[src/hdl/cdfp_pkg.sv]
// ----------------------------------------------------------------------------
// cdfp_pkg
// Shared widths, framing bytes and the result type of the decimal frame parser.
// ----------------------------------------------------------------------------
package cdfp_pkg;

  // Field widths
  localparam int unsigned ByteW   = 8;
  localparam int unsigned ValueW  = 54;
  localparam int unsigned CountW  = 5;
  localparam int unsigned OutDataW = 56;

  // Framing bytes
  localparam logic [ByteW-1:0] StartByte = 8'hF1;
  localparam logic [ByteW-1:0] EndByte   = 8'hF6;
  localparam logic [ByteW-1:0] DigitZero = 8'h30;
  localparam logic [ByteW-1:0] DigitNine = 8'h39;

  // Longest legal payload, in bytes
  localparam logic [ByteW-1:0] MaxPayload = 8'd16;

  // One parsed frame
  typedef struct packed {
    logic [ValueW-1:0] msg_value;
    logic [ByteW-1:0]  msg_type;
  } cdfp_result_t;

endpackage

[src/hdl/checksummed_decimal_frame_parser_top.sv]
// ----------------------------------------------------------------------------
// checksummed_decimal_frame_parser_top
// Parses framed ASCII decimal messages with an additive checksum.
// ----------------------------------------------------------------------------
// Takes one received byte per item and accepts a new byte every clock cycle
// while the result side is not stalled. Each byte waits in the input register
// and is folded into the frame state at the edge where it leaves; a good frame
// is loaded into the result register at that same edge, so its result becomes
// valid as the end byte leaves the input register. A frame is F1, type,
// length (1..16), that many ASCII digits with the first digit least
// significant, a checksum (sum modulo 256 of all earlier frame bytes) and F6.
// The value travels on tdata and the type byte on tuser. Bad length, non-digit
// payload, wrong checksum or wrong end byte drop the frame without a result.
// Input readiness follows the output tready through combinational logic.
module checksummed_decimal_frame_parser_top (
  input  logic                          clk_i,
  input  logic                          rst_ni,
  input  logic                          s_axis_tvalid_i,
  output logic                          s_axis_tready_o,
  input  logic [cdfp_pkg::ByteW-1:0]    s_axis_tdata_i,   // [7:0] rx_byte
  output logic                          m_axis_tvalid_o,
  input  logic                          m_axis_tready_i,
  output logic [cdfp_pkg::OutDataW-1:0] m_axis_tdata_o,   // [53:0] msg_value
  output logic [cdfp_pkg::ByteW-1:0]    m_axis_tuser_o    // [7:0] msg_type
);
  import cdfp_pkg::*;

  logic             item_valid;
  logic [ByteW-1:0] item_byte;
  logic             out_free;
  logic             step;
  logic             res_valid;
  cdfp_result_t     res;

  // Move a byte into the parser only when the result register has room
  assign step = item_valid && out_free;

  cdfp_in_stage u_in_stage (
    .clk_i        (clk_i),
    .rst_ni       (rst_ni),
    .s_valid_i    (s_axis_tvalid_i),
    .s_data_i     (s_axis_tdata_i),
    .s_ready_o    (s_axis_tready_o),
    .take_i       (step),
    .item_valid_o (item_valid),
    .item_byte_o  (item_byte)
  );

  cdfp_parser u_parser (
    .clk_i       (clk_i),
    .rst_ni      (rst_ni),
    .step_i      (step),
    .byte_i      (item_byte),
    .res_valid_o (res_valid),
    .res_o       (res)
  );

  cdfp_out_stage u_out_stage (
    .clk_i     (clk_i),
    .rst_ni    (rst_ni),
    .load_i    (res_valid),
    .res_i     (res),
    .m_ready_i (m_axis_tready_i),
    .m_valid_o (m_axis_tvalid_o),
    .m_data_o  (m_axis_tdata_o),
    .m_user_o  (m_axis_tuser_o),
    .free_o    (out_free)
  );

endmodule

[src/hdl/cdfp_in_stage.sv]
// ----------------------------------------------------------------------------
// cdfp_in_stage
// Input register: captures one received byte and holds it until the parser
// takes it.
// ----------------------------------------------------------------------------
module cdfp_in_stage (
  input  logic                      clk_i,
  input  logic                      rst_ni,
  input  logic                      s_valid_i,
  input  logic [cdfp_pkg::ByteW-1:0] s_data_i,
  output logic                      s_ready_o,
  input  logic                      take_i,
  output logic                      item_valid_o,
  output logic [cdfp_pkg::ByteW-1:0] item_byte_o
);
  import cdfp_pkg::*;

  logic             valid_q, valid_d;
  logic [ByteW-1:0] byte_q;
  logic             load;

  // Accept a new item when empty or when the held one moves on
  assign s_ready_o = !valid_q || take_i;
  assign load      = s_valid_i && s_ready_o;

  always_comb begin
    valid_d = valid_q;
    if (load) begin
      valid_d = 1'b1;
    end else if (take_i) begin
      valid_d = 1'b0;
    end
  end

  always_ff @(posedge clk_i or negedge rst_ni) begin
    if (!rst_ni) begin
      valid_q <= 1'b0;
    end else begin
      valid_q <= valid_d;
    end
  end

  // Hold the byte payload
  always_ff @(posedge clk_i) begin
    if (load) begin
      byte_q <= s_data_i;
    end
  end

  assign item_valid_o = valid_q;
  assign item_byte_o  = byte_q;

endmodule

[src/hdl/cdfp_parser.sv]
// ----------------------------------------------------------------------------
// cdfp_parser
// Frame state machine: tracks start, type, length, payload digits, checksum
// and end byte, accumulating the decimal value one digit per byte.
// ----------------------------------------------------------------------------
module cdfp_parser (
  input  logic                       clk_i,
  input  logic                       rst_ni,
  input  logic                       step_i,
  input  logic [cdfp_pkg::ByteW-1:0]  byte_i,
  output logic                       res_valid_o,
  output cdfp_pkg::cdfp_result_t     res_o
);
  import cdfp_pkg::*;

  localparam logic [2:0] StIdle    = 3'd0;
  localparam logic [2:0] StType    = 3'd1;
  localparam logic [2:0] StLen     = 3'd2;
  localparam logic [2:0] StPayload = 3'd3;
  localparam logic [2:0] StCsum    = 3'd4;
  localparam logic [2:0] StEnd     = 3'd5;

  logic [2:0]        state_q, state_d;
  logic [CountW-1:0] remain_q, remain_d;
  logic [ByteW-1:0]  type_q, type_d;
  logic [ByteW-1:0]  sum_q, sum_d;
  logic [ByteW-1:0]  sum_rx_q, sum_rx_d;
  logic [ValueW-1:0] accum_q, accum_d;
  logic [ValueW-1:0] weight_q, weight_d;
  logic              err_q, err_d;

  logic [ByteW-1:0]  sum_add;
  logic              is_digit;
  logic [ByteW-1:0]  digit_full;
  logic [3:0]        digit;
  logic [ValueW-1:0] term;
  logic [ValueW-1:0] weight_x10;

  assign sum_add    = sum_q + byte_i;
  assign is_digit   = (byte_i >= DigitZero) && (byte_i <= DigitNine);
  assign digit_full = byte_i - DigitZero;
  assign digit      = digit_full[3:0];

  // Digit times weight as four shifted copies of the weight
  assign term = ({ValueW{digit[0]}} & weight_q)
              + ({ValueW{digit[1]}} & (weight_q << 1))
              + ({ValueW{digit[2]}} & (weight_q << 2))
              + ({ValueW{digit[3]}} & (weight_q << 3));
  assign weight_x10 = (weight_q << 3) + (weight_q << 1);

  // Advance the frame state on each byte
  always_comb begin
    state_d     = state_q;
    remain_d    = remain_q;
    type_d      = type_q;
    sum_d       = sum_q;
    sum_rx_d    = sum_rx_q;
    accum_d     = accum_q;
    weight_d    = weight_q;
    err_d       = err_q;
    res_valid_o = 1'b0;
    if (step_i) begin
      unique case (state_q)
        StIdle: begin
          if (byte_i == StartByte) begin
            sum_d   = byte_i;
            state_d = StType;
          end
        end
        StType: begin
          type_d  = byte_i;
          sum_d   = sum_add;
          state_d = StLen;
        end
        StLen: begin
          if (byte_i == '0 || byte_i > MaxPayload) begin
            state_d = StIdle;
          end else begin
            remain_d = byte_i[CountW-1:0];
            sum_d    = sum_add;
            accum_d  = '0;
            weight_d = ValueW'(1);
            err_d    = 1'b0;
            state_d  = StPayload;
          end
        end
        StPayload: begin
          sum_d    = sum_add;
          if (is_digit) begin
            accum_d  = accum_q + term;
            weight_d = weight_x10;
          end else begin
            err_d = 1'b1;
          end
          remain_d = remain_q - CountW'(1);
          if (remain_q == CountW'(1)) begin
            state_d = StCsum;
          end
        end
        StCsum: begin
          sum_rx_d = byte_i;
          state_d  = StEnd;
        end
        StEnd: begin
          state_d     = StIdle;
          res_valid_o = (byte_i == EndByte) && (sum_rx_q == sum_q) && !err_q;
        end
        default: begin
          state_d = StIdle;
        end
      endcase
    end
  end

  always_ff @(posedge clk_i or negedge rst_ni) begin
    if (!rst_ni) begin
      state_q  <= StIdle;
      remain_q <= '0;
      type_q   <= '0;
      sum_q    <= '0;
      sum_rx_q <= '0;
      accum_q  <= '0;
      weight_q <= ValueW'(1);
      err_q    <= 1'b0;
    end else begin
      state_q  <= state_d;
      remain_q <= remain_d;
      type_q   <= type_d;
      sum_q    <= sum_d;
      sum_rx_q <= sum_rx_d;
      accum_q  <= accum_d;
      weight_q <= weight_d;
      err_q    <= err_d;
    end
  end

  assign res_o.msg_type  = type_q;
  assign res_o.msg_value = accum_q;

endmodule

[src/hdl/cdfp_out_stage.sv]
// ----------------------------------------------------------------------------
// cdfp_out_stage
// Result register: holds one parsed frame until the downstream side takes it.
// ----------------------------------------------------------------------------
module cdfp_out_stage (
  input  logic                          clk_i,
  input  logic                          rst_ni,
  input  logic                          load_i,
  input  cdfp_pkg::cdfp_result_t        res_i,
  input  logic                          m_ready_i,
  output logic                          m_valid_o,
  output logic [cdfp_pkg::OutDataW-1:0] m_data_o,
  output logic [cdfp_pkg::ByteW-1:0]    m_user_o,
  output logic                          free_o
);
  import cdfp_pkg::*;

  logic         valid_q, valid_d;
  cdfp_result_t res_q;

  // Room for a new result when empty or when the held one leaves now
  assign free_o = !valid_q || m_ready_i;

  always_comb begin
    valid_d = valid_q;
    if (load_i) begin
      valid_d = 1'b1;
    end else if (m_ready_i) begin
      valid_d = 1'b0;
    end
  end

  always_ff @(posedge clk_i or negedge rst_ni) begin
    if (!rst_ni) begin
      valid_q <= 1'b0;
    end else begin
      valid_q <= valid_d;
    end
  end

  // Hold the result payload
  always_ff @(posedge clk_i) begin
    if (load_i) begin
      res_q <= res_i;
    end
  end

  assign m_valid_o = valid_q;
  assign m_data_o  = {(OutDataW - ValueW)'(0), res_q.msg_value};
  assign m_user_o  = res_q.msg_type;

endmodule

[config.mk]
export PLATFORM = sky130hd
export DESIGN_NAME = checksummed_decimal_frame_parser_top
export DESIGN_NICKNAME = d
export VERILOG_FILES = /design/src/hdl/cdfp_pkg.sv /design/src/hdl/checksummed_decimal_frame_parser_top.sv /design/src/hdl/cdfp_in_stage.sv /design/src/hdl/cdfp_parser.sv /design/src/hdl/cdfp_out_stage.sv
export SDC_FILE = /design/constraint.sdc
export NUM_CORES = 1
export LEC_CHECK = 0
export BUFFER_PORTS_ARGS = -buffer_cell sky130_fd_sc_hd__buf_2
export CORE_UTILIZATION = 54
export CTS_CLUSTER_DIAMETER = 40
export DETAILED_ROUTE_END_ITERATION = 10
export PLACE_DENSITY = 0.71
export SYNTH_ARGS = -nofsm -noshare
export SYNTH_HDL_FRONTEND = slang
export SYNTH_SLANG_ARGS = --single-unit
export TNS_END_PERCENT = 50
[constraint.sdc]
create_clock -name clk_i -period 7.4 [get_ports clk_i]
set_clock_uncertainty 0.1 [all_clocks]
set_input_delay 0.74 -clock clk_i [delete_from_list [all_inputs] [get_ports clk_i]]
set_output_delay 0.74 -clock clk_i [all_outputs]
set_load 0.01 [all_outputs]
# After elaboration in Yosys (flattened, before gate mapping)
# Index checks and enable logic that the tools add are counted.
# W data, S select, Z words.
[op_classes]
n_addsub = 8
reduce_logical = 25
n_lt_le_gt_ge = 3
muxes = 24
n_eq_ne = 14
bitwise_logic = 4
[ops]
columns = ["operator", "n"]
rows = [
  ["$add A54 B54 Y54", 5],
  ["$and A54 B54 Y54", 4],
  ["$mux W54", 4],
  ["$pmux W54 S2", 2],
  ["$pmux W8 S3", 1],
  ["$eq A8 B8 Y1 const B", 2],
  ["$mux W8", 2],
  ["$pmux W3 S5", 1],
  ["$reduce_and A4 Y1", 3],
  ["$pmux W5 S2", 1],
  ["$add A8 B8 Y8", 1],
  ["$eq A8 B8 Y1", 1],
  ["$ge A8 B6 Y1 const B", 1],
  ["$gt A8 B5 Y1 const B", 1],
  ["$le A8 B6 Y1 const B", 1],
  ["$logic_not A8 Y1", 1],
  ["$mux W1", 8],
  ["$eq A3 B2 Y1 const B", 2],
  ["$eq A3 B3 Y1 const B", 2],
  ["$mux W3", 2],
  ["$ne A2 B1 Y1 const B", 3],
  ["$reduce_and A3 Y1", 2],
  ["$reduce_bool A2 Y1", 3],
  ["$eq A5 B1 Y1 const B", 1],
  ["14 further kinds", 24],
]
[totals]
out_inout_bits = 66
reg_bits = 213
inputBits = 12
elab_cells = 91

# Longest topological paths before layout
# Gate-level depths: netlist (run 1).
[depth]
word_depth = 8
mapped_depth = 19
mapped_depth_nobuf = 17

# Cells and area by module
# Synthesis (run 1) repeated with hierarchy kept, for this count alone.
[unflattened]
hier_cells = 2165
hier_area_um2 = 18914.4
[by_module_without_submodules]
columns = ["module", "area_each_um2", "instances", "seq_area_each_um2", "cells_per_inst"]
rows = [
  ["cdfp_parser", 16686.0, 1, 3529.6, 2084],
  ["cdfp_out_stage", 1928.1, 1, 1886.8, 68],
  ["cdfp_in_stage", 294.0, 1, 265.3, 12],
  ["checksummed_decimal_frame_parser_top", 6.3, 1, 0.0, 1],
]

# Least setup slack after synthesis (run 1)
# OpenSTA, ideal clock, no wires.
[synth_path]
kind = "register to register"
startpoint = "reg u_in_stage.byte_q[2], in the netlist u_in_stage.item_byte_o[2]"
endpoint = "reg u_parser.accum_q[51]"
t_required_ns = 7.165
setup_slack_ns = 2.253
path_buffers = 2
arrival_ns = 4.912
stages_incl_launch_ff = 20
period_less_slack_ns = 5.147
setup_ns = 0.135
path_cell_list = "edfxtp_1 clkbuf_1 clkbuf_1 and2_1 fa_1 fa_1 inv_1 fa_1 inv_1 ha_1 fa_1 a21oi_1 o211ai_1 o21ai_0 o211ai_1 a211oi_1 o21bai_1 a221oi_1 xor2_1 o21ai_0"
[synth_via]
elab_chain_cells = 7
word_cells_on_any_way = 17
classes_between = "add/sub: 4; order compare: 3; eq/ne: 2; mux: 2; bitwise: 2; reduce/logical: 4"
[synth_rtl]
columns = ["element", "line_no", "text"]
rows = [
  ["start: declaration", "cdfp_in_stage.sv:19", "logic [ByteW-1:0] byte_q;"],
  ["start signal: assignment", "cdfp_in_stage.sv:46", "byte_q <= s_data_i;"],
  ["$sub A4 B1 Y4", "cdfp_parser.sv:41", "assign digit_full = byte_i - DigitZero;"],
  ["$and A54 B54 Y54", "cdfp_parser.sv:47", "+ ({ValueW{digit[2]}} & (weight_q << 2))"],
  ["$add A54 B54 Y54", "cdfp_parser.sv:47", ""],
  ["$add A54 B54 Y54", "cdfp_parser.sv:48", "+ ({ValueW{digit[3]}} & (weight_q << 3));"],
  ["$add A54 B54 Y54", "cdfp_parser.sv:90", "accum_d = accum_q + term;"],
  ["$mux W54", "cdfp_parser.sv:89", "if (is_digit) begin"],
  ["$pmux W54 S2", "cdfp_parser.sv:63", "unique case (state_q)"],
  ["end signal: assignment", "cdfp_parser.sv:131", "accum_q <= accum_d;"],
  ["end: declaration", "cdfp_parser.sv:28", "logic [ValueW-1:0] accum_q, accum_d;"],
]
# Parallel ways exist; a longest one is shown, timed or not. The select of a mux whose other input is x is not followed.
# A chain may end at the register's enable or synchronous reset.

# Worst setup path in the final report (run 1)
[layout_path]
startpoint = "reg u_in_stage.byte_q[1], in the netlist u_in_stage.item_byte_o[1]"
endpoint = "reg u_parser.accum_q[48]"
[layout_via]
elab_chain_cells = 8
word_cells_on_any_way = 19
classes_between = "add/sub: 5; order compare: 3; eq/ne: 2; mux: 2; bitwise: 3; reduce/logical: 4"
[layout_rtl]
columns = ["element", "line_no", "text"]
rows = [
  ["$sub A4 B1 Y4", "cdfp_parser.sv:41", ""],
  ["$and A54 B54 Y54", "cdfp_parser.sv:46", "+ ({ValueW{digit[1]}} & (weight_q << 1))"],
  ["$add A54 B54 Y54", "cdfp_parser.sv:46", ""],
  ["$add A54 B54 Y54", "cdfp_parser.sv:47", ""],
  ["$add A54 B54 Y54", "cdfp_parser.sv:48", ""],
  ["$add A54 B54 Y54", "cdfp_parser.sv:90", ""],
  ["$mux W54", "cdfp_parser.sv:89", ""],
  ["$pmux W54 S2", "cdfp_parser.sv:63", ""],
]
# Parallel ways exist; a longest one is shown, timed or not. The select of a mux whose other input is x is not followed.

==> metrics.md, run 1 <==
| Metric | Value |
|---|---|
| Status | `finished clean` |
| IO Port Bufs | `75` |
| Clock sink count | `213` |
| Commonest non-fill, non-tap cell in the layout | `inv_1` |
| Drc violations | `0` |
| Row cnt | `~70` |
| Via Count | `roughly 15k` |
| Comb pwr share | `0.299` |
| Async set-reset flop share out of synthesis | `0.671` |
| FF-to-FF End | `u_parser.accum_q[48]` |
| Tmin final | `between 6 and 7 ns` |
| Die area | `around 37000 um2` |
| Dpl ws | `about 1.2 ns` |
| Peak per-stage delay on the critical path | `around 0.94 ns` |
| RSZ-0062 raised after global routing | `false` |
| Max IR drop VDD | `0.000248 V` |
| FMAX | `~160 MHz` |
| Register area share after synthesis | `0.292` |
| DRT Pass-1 Iters | `5` |
| CTS Hold Bufs | `0` |
| Clock power share | `0.366` |
| CTS max path bufs | `3` |
| FILL cells | `3060` |
| Worst setup startpoint | `u_in_stage.item_byte_o[1]` |
| CTS HTree Levels | `2` |
| Post-synth EDFFs | `70` |
| Mean Syn Cell Area | `approximately 9.0 um2` |
| Setup Fix Bufs, Post-CTS | `0` |
| Crit start category | `flip-flop` |
| Cell Area, Synth | `a little under 20000 um2` |
| Pint | `roughly 3200 uW` |
| Yosys top cell by area | `dfrtp_1` |
| P&R area growth vs syn | `10.3%` |
| Worst path setup slack after routing | `between 1 and 1.5 ns` |
| Clock-pin transition on the worst setup and hold timing paths | `about 0.05 ns` |
| NetSw | `1710 uW` |
| Clock Tree Root | `clkbuf_16` |
| Final hold slack | `between 0.15 and 0.2 ns` |
| Hold/Removal Path Class | `in2async` |
| Share of layout cells above drive strength 1 | `0.0859` |
| GRT Total Usage | `0.262` |
| Global-route wire length before repair | `around 78 mm` |
| Period Utilization, post-route | `0.833` |
| Largest cells by area after synthesis | `dfrtp_1 (18%), fa_1 (16%), edfxtp_1 (11%)` |
| CP max FO | `31` |
| Crit Reg-Reg Startpoint | `u_in_stage.item_byte_o[1]` |
| Top FF cell, synth | `dfrtp_1` |
| Worst-Margin Slew | `between 1 and 1.5 ns` |
| Tot Pwr | `about 4900 uW` |
| Routed len/inst | `17.1 um` |
| Initial Util | `0.548` |
| Sw frac | `0.352` |
| Largest net degree at the start of global routing | `90` |
| Initial drt markers | `approximately 1.1k` |
| CP max-delay cell | `edfxtp_1` |
| Share of power burned in registers | `0.336` |
| Seq cells post-synth | `about 210` |
| Total Nets Final | `about 2.5k` |
| Remaining antenna violation count after routing | `0` |
| Antenna violations before repair | `0` |
| Yosys cell types | `between 80 and 90` |
| Final setup vio count | `0` |
| Pwr Density | `between 200 and 250 nW/um2` |
| R2R depth | `16` |
| Critical path endpoint category | `flip-flop` |
| Overflow after GRT | `0` |
| Slew headroom | `0.276` |
| Skew-Pair Late Insertion Delay | `about 0.54 ns` |
| Flop-to-flop setup slack | `1.24 ns` |
| Floorplan core area | `between 30000 and 40000 um2` |
| Most frequent cells in the layout | `inv_1 (283), and2_1 (203), nand2_1 (166), fa_1 (156), a21oi_1 (143)` |
| Max-cap violations | `0` |
| WP data required | `7.70 ns` |
| Num CTS Buffers | `38` |
| Syn. warnings | `0` |
| Top Family by Delay on Critical Path | `compound AO/OA/AOI/OAI gates` |
| IO Pins | `approximately 80` |
| RePlAce Congestion | `about 0.94` |
| # diodes | `0` |
| Share of the synthesized area in the top cell type | `0.183` |
| Syn Inst Count | `2151` |
| CTS tree | `yes` |
| Final Max Tran Viols | `0` |
| Setup TNS | `0 ns` |
| Final WL | `45.6 mm` |
| CP Data Arrival Time | `roughly 6.5 ns` |
| Dpl hpwl | `roughly 34 mm` |
| Die Wd | `approximately 190 um` |
| Post-CTS Resized | `0` |
| Final hold vios | `0` |
| Crit path kind | `reg2reg` |
| Crit path buf inv count | `2` |
| Vias per inst | `about 5.8` |
| CP cell instances | `and2_1 -> fa_1 -> fa_1 -> inv_1 -> fa_1 -> inv_1 -> ha_1 -> a211oi_1 -> o21bai_1 -> o21ai_1 -> a211oi_1 -> a211oi_1 -> a211oi_2 -> o21ai_1 -> a2111oi_0 -> or3_1` |
| Die height | `approximately 190 um` |
| Leakage power | `about 0.01 uW` |
| Vias in the first global route | `around 15k` |
## power by group through the flow
stage               Combinational, uW  Sequential [uW]  Clock [uW]
floorplan                        1160             1580           0
global placement                 1400             1630           0
detailed placement               1440             1650           0
CTS                              1450             1630        1820
global route                     1670             1660        1870
finish                           1450             1630        1780
## cell usage after synthesis, drive strengths merged, types with 33 or more instances
master,number
nor2,88
and2,203
xor2,33
a21oi,145
o22ai,37
nand2,168
nand4,34
xnor2,61
edfxtp,70
fa,156
a21o,43
inv,285
ha,112
o21ai,128
dfrtp,142
clkbuf,87
nand3,44
## kinds of logic after synthesis
group,Yosys count,share of synthesized area
and+or+nand+nor,640,0.172
AOI/OAI and AO/OA,531,0.174
buffers and inverters,383,0.0748
adders and majority gates,268,0.233
DFF,213,0.292
xor gates and xnor gates,94,0.0424
muxes,21,0.0118
other,1,0.000193
## registers in the layout, summed over array words and instances (netlist names), 8 cells and up
| signal | flops |
|---|---|
| u_parser.sum_rx_q | 8 |
| u_parser.weight_q | 54 |
| u_parser.type_q | 8 |
| u_in_stage.item_byte_o | 8 |
| u_parser.sum_q | 8 |
| u_out_stage.m_user_o | 8 |
| u_out_stage.m_data_o | 54 |
| u_parser.accum_q | 54 |
## worst max path at each step
stage / endpoint / slack, ns / depth (start not counted)
finish: u_parser.accum_q[48] / 1.24 / 16
global route: u_parser.accum_q[47] / 0.85 / 17
CTS: u_parser.accum_q[48] / 1.22 / 16
detailed placement: u_parser.accum_q[48] / 1.21 / 16
global placement: u_parser.accum_q[48] / 1.40 / 16
floorplan: u_parser.accum_q[51] / 2.25 / 19
## metrics by stage
step	utilization	area, um2	instances
finish	0.604	21400	2674
global route	0.604	21400	2674
CTS	0.604	21400	2674
detailed placement	0.568	20100	2605
global placement	0.568	20100	2605
floorplan	-	19400	2152
## metal layers
layer,part of all wire,up-vias,GRT usage
li1,-,7396,-
met1,0.48,7444,0.387
met2,0.43,454,0.400
met3,0.054,87,0.0311
met4,0.028,0,0.0839
met5,0,-,0
## layout make-up
type | instances | area (um2) | area share
multi-input combinational | 1556 | 12300 | 0.574
sequential | 213 | 5680 | 0.265
inverter | 285 | 1070 | 0.0499
clock buffer | 46 | 1000 | 0.0467
tap | 461 | 577 | 0.0269
timing repair buffer | 90 | 494 | 0.0230
clock inverter | 23 | 302 | 0.0141
(Power assumes the default switching activity.)
==> inputs of run 2 (changes only) <==
--- a/config.mk
+++ b/config.mk
@@ -5,6 +5,7 @@
 export SDC_FILE = /design/constraint.sdc
 export NUM_CORES = 1
 export LEC_CHECK = 0
+export ABC_AREA = 1
 export BUFFER_PORTS_ARGS = -buffer_cell sky130_fd_sc_hd__buf_2
 export CORE_UTILIZATION = 54
 export CTS_CLUSTER_DIAMETER = 40
==> constraint.sdc (replaced) <==
create_clock -name clk_i -period 6.2 [get_ports clk_i]
set_clock_uncertainty 0.1 [all_clocks]
set_input_delay 0.62 -clock clk_i [delete_from_list [all_inputs] [get_ports clk_i]]
set_output_delay 0.62 -clock clk_i [all_outputs]
set_load 0.01 [all_outputs]
==> metrics.md, run 2 <==
| Metric | Value |
|---|---|
| Status | `finished, violations left` |
| Failing checks | `design-rule violations` |
| Largest family of logic cells by synthesized area | `simple AND/OR/NAND/NOR gates` |
| Register area share after synthesis | `0.250` |
| Initial drt markers | `~2.1k` |
| CTS HTree Levels | `2` |
| Pwr Density | `roughly 200 nW/um2` |
| Die Wd | `around 210 um` |
| Skew-Pair Late Insertion Delay | `about 0.6 ns` |
| Most frequent cells in the layout | `nand2_1 (1350), inv_1 (927), nand3_1 (172), nor2_1 (170), fa_1 (156)` |
| Vias per inst | `slightly above 5` |
| Final hold vios | `0` |
| Tot Pwr | `between 5000 and 6000 uW` |
| Share of the synthesized area in the top cell type | `0.223` |
| Critical path endpoint category | `flip-flop` |
| Crit path kind | `reg2reg` |
| Top-count cell post-synth | `nand2_1` |
| Max-cap violations | `0` |
| NetSw | `between 1500 and 2000 uW` |
| Drc violations | `4` |
| CP Data Arrival Time | `6.07 ns` |
| Period Utilization, post-route | `0.911` |
| CP max FO | `29` |
| Top cell by count, worst path | `nand2_1` |
| Post-CTS Resized | `0` |
| Placed cell count | `~4.1k` |
| FMAX | `between 150 and 200 MHz` |
| Top Family by Delay on Critical Path | `adder cells` |
| Antenna violations before repair | `0` |
| Setup TNS | `0 ns` |
| CP cell instances | `buf_4 -> nand2_1 -> inv_1 -> fa_1 -> fa_1 -> inv_1 -> fa_1 -> inv_1 -> ha_1 -> nand2_1 -> nor2_1 -> inv_1 -> nor3_1 -> nand2_1 -> nand2_1 -> nand2_1 -> nand2_1 -> or2_0 -> nand3_1 -> nand2_1` |
| CTS tree | `yes` |
| Largest net degree at the start of global routing | `80` |
| Post-synthesis adder-cell area fraction | `0.199` |
| Placed cell areas | `about 24000 um2` |
| Dpl hpwl | `between 50 and 60 mm` |
| Die area | `42900 um2` |
| Peak per-stage delay on the critical path | `1.10 ns` |
| Flop-to-flop setup slack | `between 0.5 and 0.6 ns` |
| Clock Tree Root | `clkbuf_16` |
| GRT Total Usage | `0.330` |
| P&R area growth vs syn | `11.0%` |
| Synth Area in Compound Gates | `0.0402` |
| Max IR drop VDD | `0.000245 V` |
| Commonest non-fill, non-tap cell in the layout | `nand2_1` |
| Clock-pin transition on the worst setup and hold timing paths | `around 0.050 ns` |
| Share of power burned in registers | `0.341` |
| Post-route cell area | `between 20000 and 30000 um2` |
| Global-route wire length before repair | `111 mm` |
| Pint | `between 3000 and 4000 uW` |
| Post-synth EDFFs | `70` |
| Clock power share | `0.488` |
| Crit path buf inv count | `5` |
| # diodes | `0` |
| Crit start category | `flip-flop` |
| Simple-gate share of the synthesized area | `0.323` |
| Top FF cell, synth | `dfrtp_1` |
| Slew headroom | `0.239` |
| IO Pins | `78` |
| Seq cells post-synth | `213` |
| Final setup vio count | `0` |
| Cell Area, Synth | `22700 um2` |
| RSZ-0062 raised after global routing | `false` |
| Async set-reset flop share out of synthesis | `0.671` |
| Largest cells by area after synthesis | `nand2_1 (22%), dfrtp_1 (16%), inv_1 (15%)` |
| Clock sink count | `around 210` |
| Remaining antenna violation count after routing | `0` |
| Syn. warnings | `0` |
| Fin cells | `4162` |
| Die height | `between 200 and 250 um` |
| Sw frac | `0.313` |
| Share of layout cells above drive strength 1 | `0.0523` |
| Worst-Margin Slew | `about 1.1 ns` |
| Post-synthesis mux area share | `0` |
| Leakage power | `around 0.015 uW` |
| Most frequent cells after synthesis | `nand2_1 (1350), inv_1 (928), nand3_1 (172)` |
| Num CTS Buffers | `45` |
| Synth Area in XOR/XNOR | `0.0220` |
| Post-layout util | `0.613` |
| Setup Fix Bufs, Post-CTS | `0` |
| Routed len/inst | `between 15 and 20 um` |
| Hold/Removal Path Class | `in2reg` |
| Yosys cell types | `39` |
| Total Nets Final | `a little under 4k` |
| Vias in the first global route | `between 20k and 25k` |
| Mean Syn Cell Area | `~6.5 um2` |
| Final WL | `roughly 69 mm` |
| Syn Inst Count | `about 3.5k` |
| CTS Hold Bufs | `1` |
| Overflow after GRT | `0` |
| CP max-delay cell | `edfxtp_1` |
| Tmin final | `around 5.6 ns` |
| RePlAce Congestion | `roughly 1.1` |
| IO Port Bufs | `75` |
| WP data required | `between 6 and 7 ns` |
| Floorplan core area | `41100 um2` |
| Final Max Tran Viols | `0` |
| CTS max path bufs | `3` |
| Comb pwr share | `0.171` |
| DRT Pass-1 Iters | `9` |
| Yosys top cell by area | `nand2_1` |
| Via Count | `approximately 21k` |
| Initial Util | `0.552` |
| Row cnt | `74` |
==> run 2: cell types whose count changed after synthesis, moves of 20 or more <==
| cell | previous run | this run |
|---|---|---|
| inv_1 | 284 | 928 |
| nand3_1 | 44 | 172 |
| nand2_1 | 167 | 1350 |
| and2_1 | 203 | 6 |
| a21oi_1 | 144 | 71 |
| a21o_1 | 43 | 1 |
| o22ai_1 | 37 | 17 |
| o21ai_0 | 113 | 53 |
| xnor2_1 | 61 | 38 |
| nor2_1 | 88 | 170 |
| clkbuf_1 | 87 | 13 |
==> run 2: power by group through the flow <==
stage	Clock, uW	Sequential (uW)	Combinational (uW)
after floorplan	0	1710	652
after global placement	0	1750	827
after detailed placement	0	1760	862
after CTS	2530	1740	870
after global routing	2590	1750	995
final	2490	1740	872
==> run 2: cell type report <==
class	count	area, um2
fillers	3874	15900
multi-input cells	2313	13300
flip-flops and latches	213	5680
inverters	931	3490
clock buffers	55	1180
well taps	532	666
repair buffers	89	514
clock inverters	29	383
==> run 2: cells by family (layout without fill, tap and decap cells) <==
family,Yosys count,in the layout
compound gates,170,170
xor+xnor,57,57
buf+inv,983,1104
simple gates,1816,1816
other cells,1,2
fa+ha+maj,268,268
flops,213,213
==> run 2: per-layer routing <==
layer | part of all wire | track usage | wire [um]
met5 | 0 | 0 | 0
met4 | 0.047 | 0.160 | 3210
met3 | 0.075 | 0.0481 | 5170
met2 | 0.43 | 0.512 | 29900
met1 | 0.44 | 0.453 | 30500
==> run 2: path summary, 6_finish.rpt <==
kind                            cells past startpoint                   endpoint                       from
worst max-delay path                               20       u_parser.accum_q[34]  u_in_stage.item_byte_o[1]
worst min-delay path                                1  u_in_stage.item_byte_o[7]          s_axis_tdata_i[7]
worst max register to register                     20       u_parser.accum_q[34]  u_in_stage.item_byte_o[1]
worst min register to register                      0    u_out_stage.m_user_o[1]         u_parser.type_q[1]
max in group asynchronous                           3      u_parser.weight_q[41]                     rst_ni
min in group asynchronous                           2        u_parser.accum_q[3]                     rst_ni
==> run 2: stage by stage <==
| stage | setup WS (ns) | hold WS, ns |
|---|---|---|
| 2_1_floorplan | 1.71 | 0.224 |
| 3_3_place_gp | 0.832 | 0.331 |
| 3_5_place_dp | 0.709 | 0.331 |
| 4_1_cts | 0.659 | 0.0777 |
| 5_1_grt | 0.259 | 0.0830 |
| 6_report | 0.553 | 0.100 |
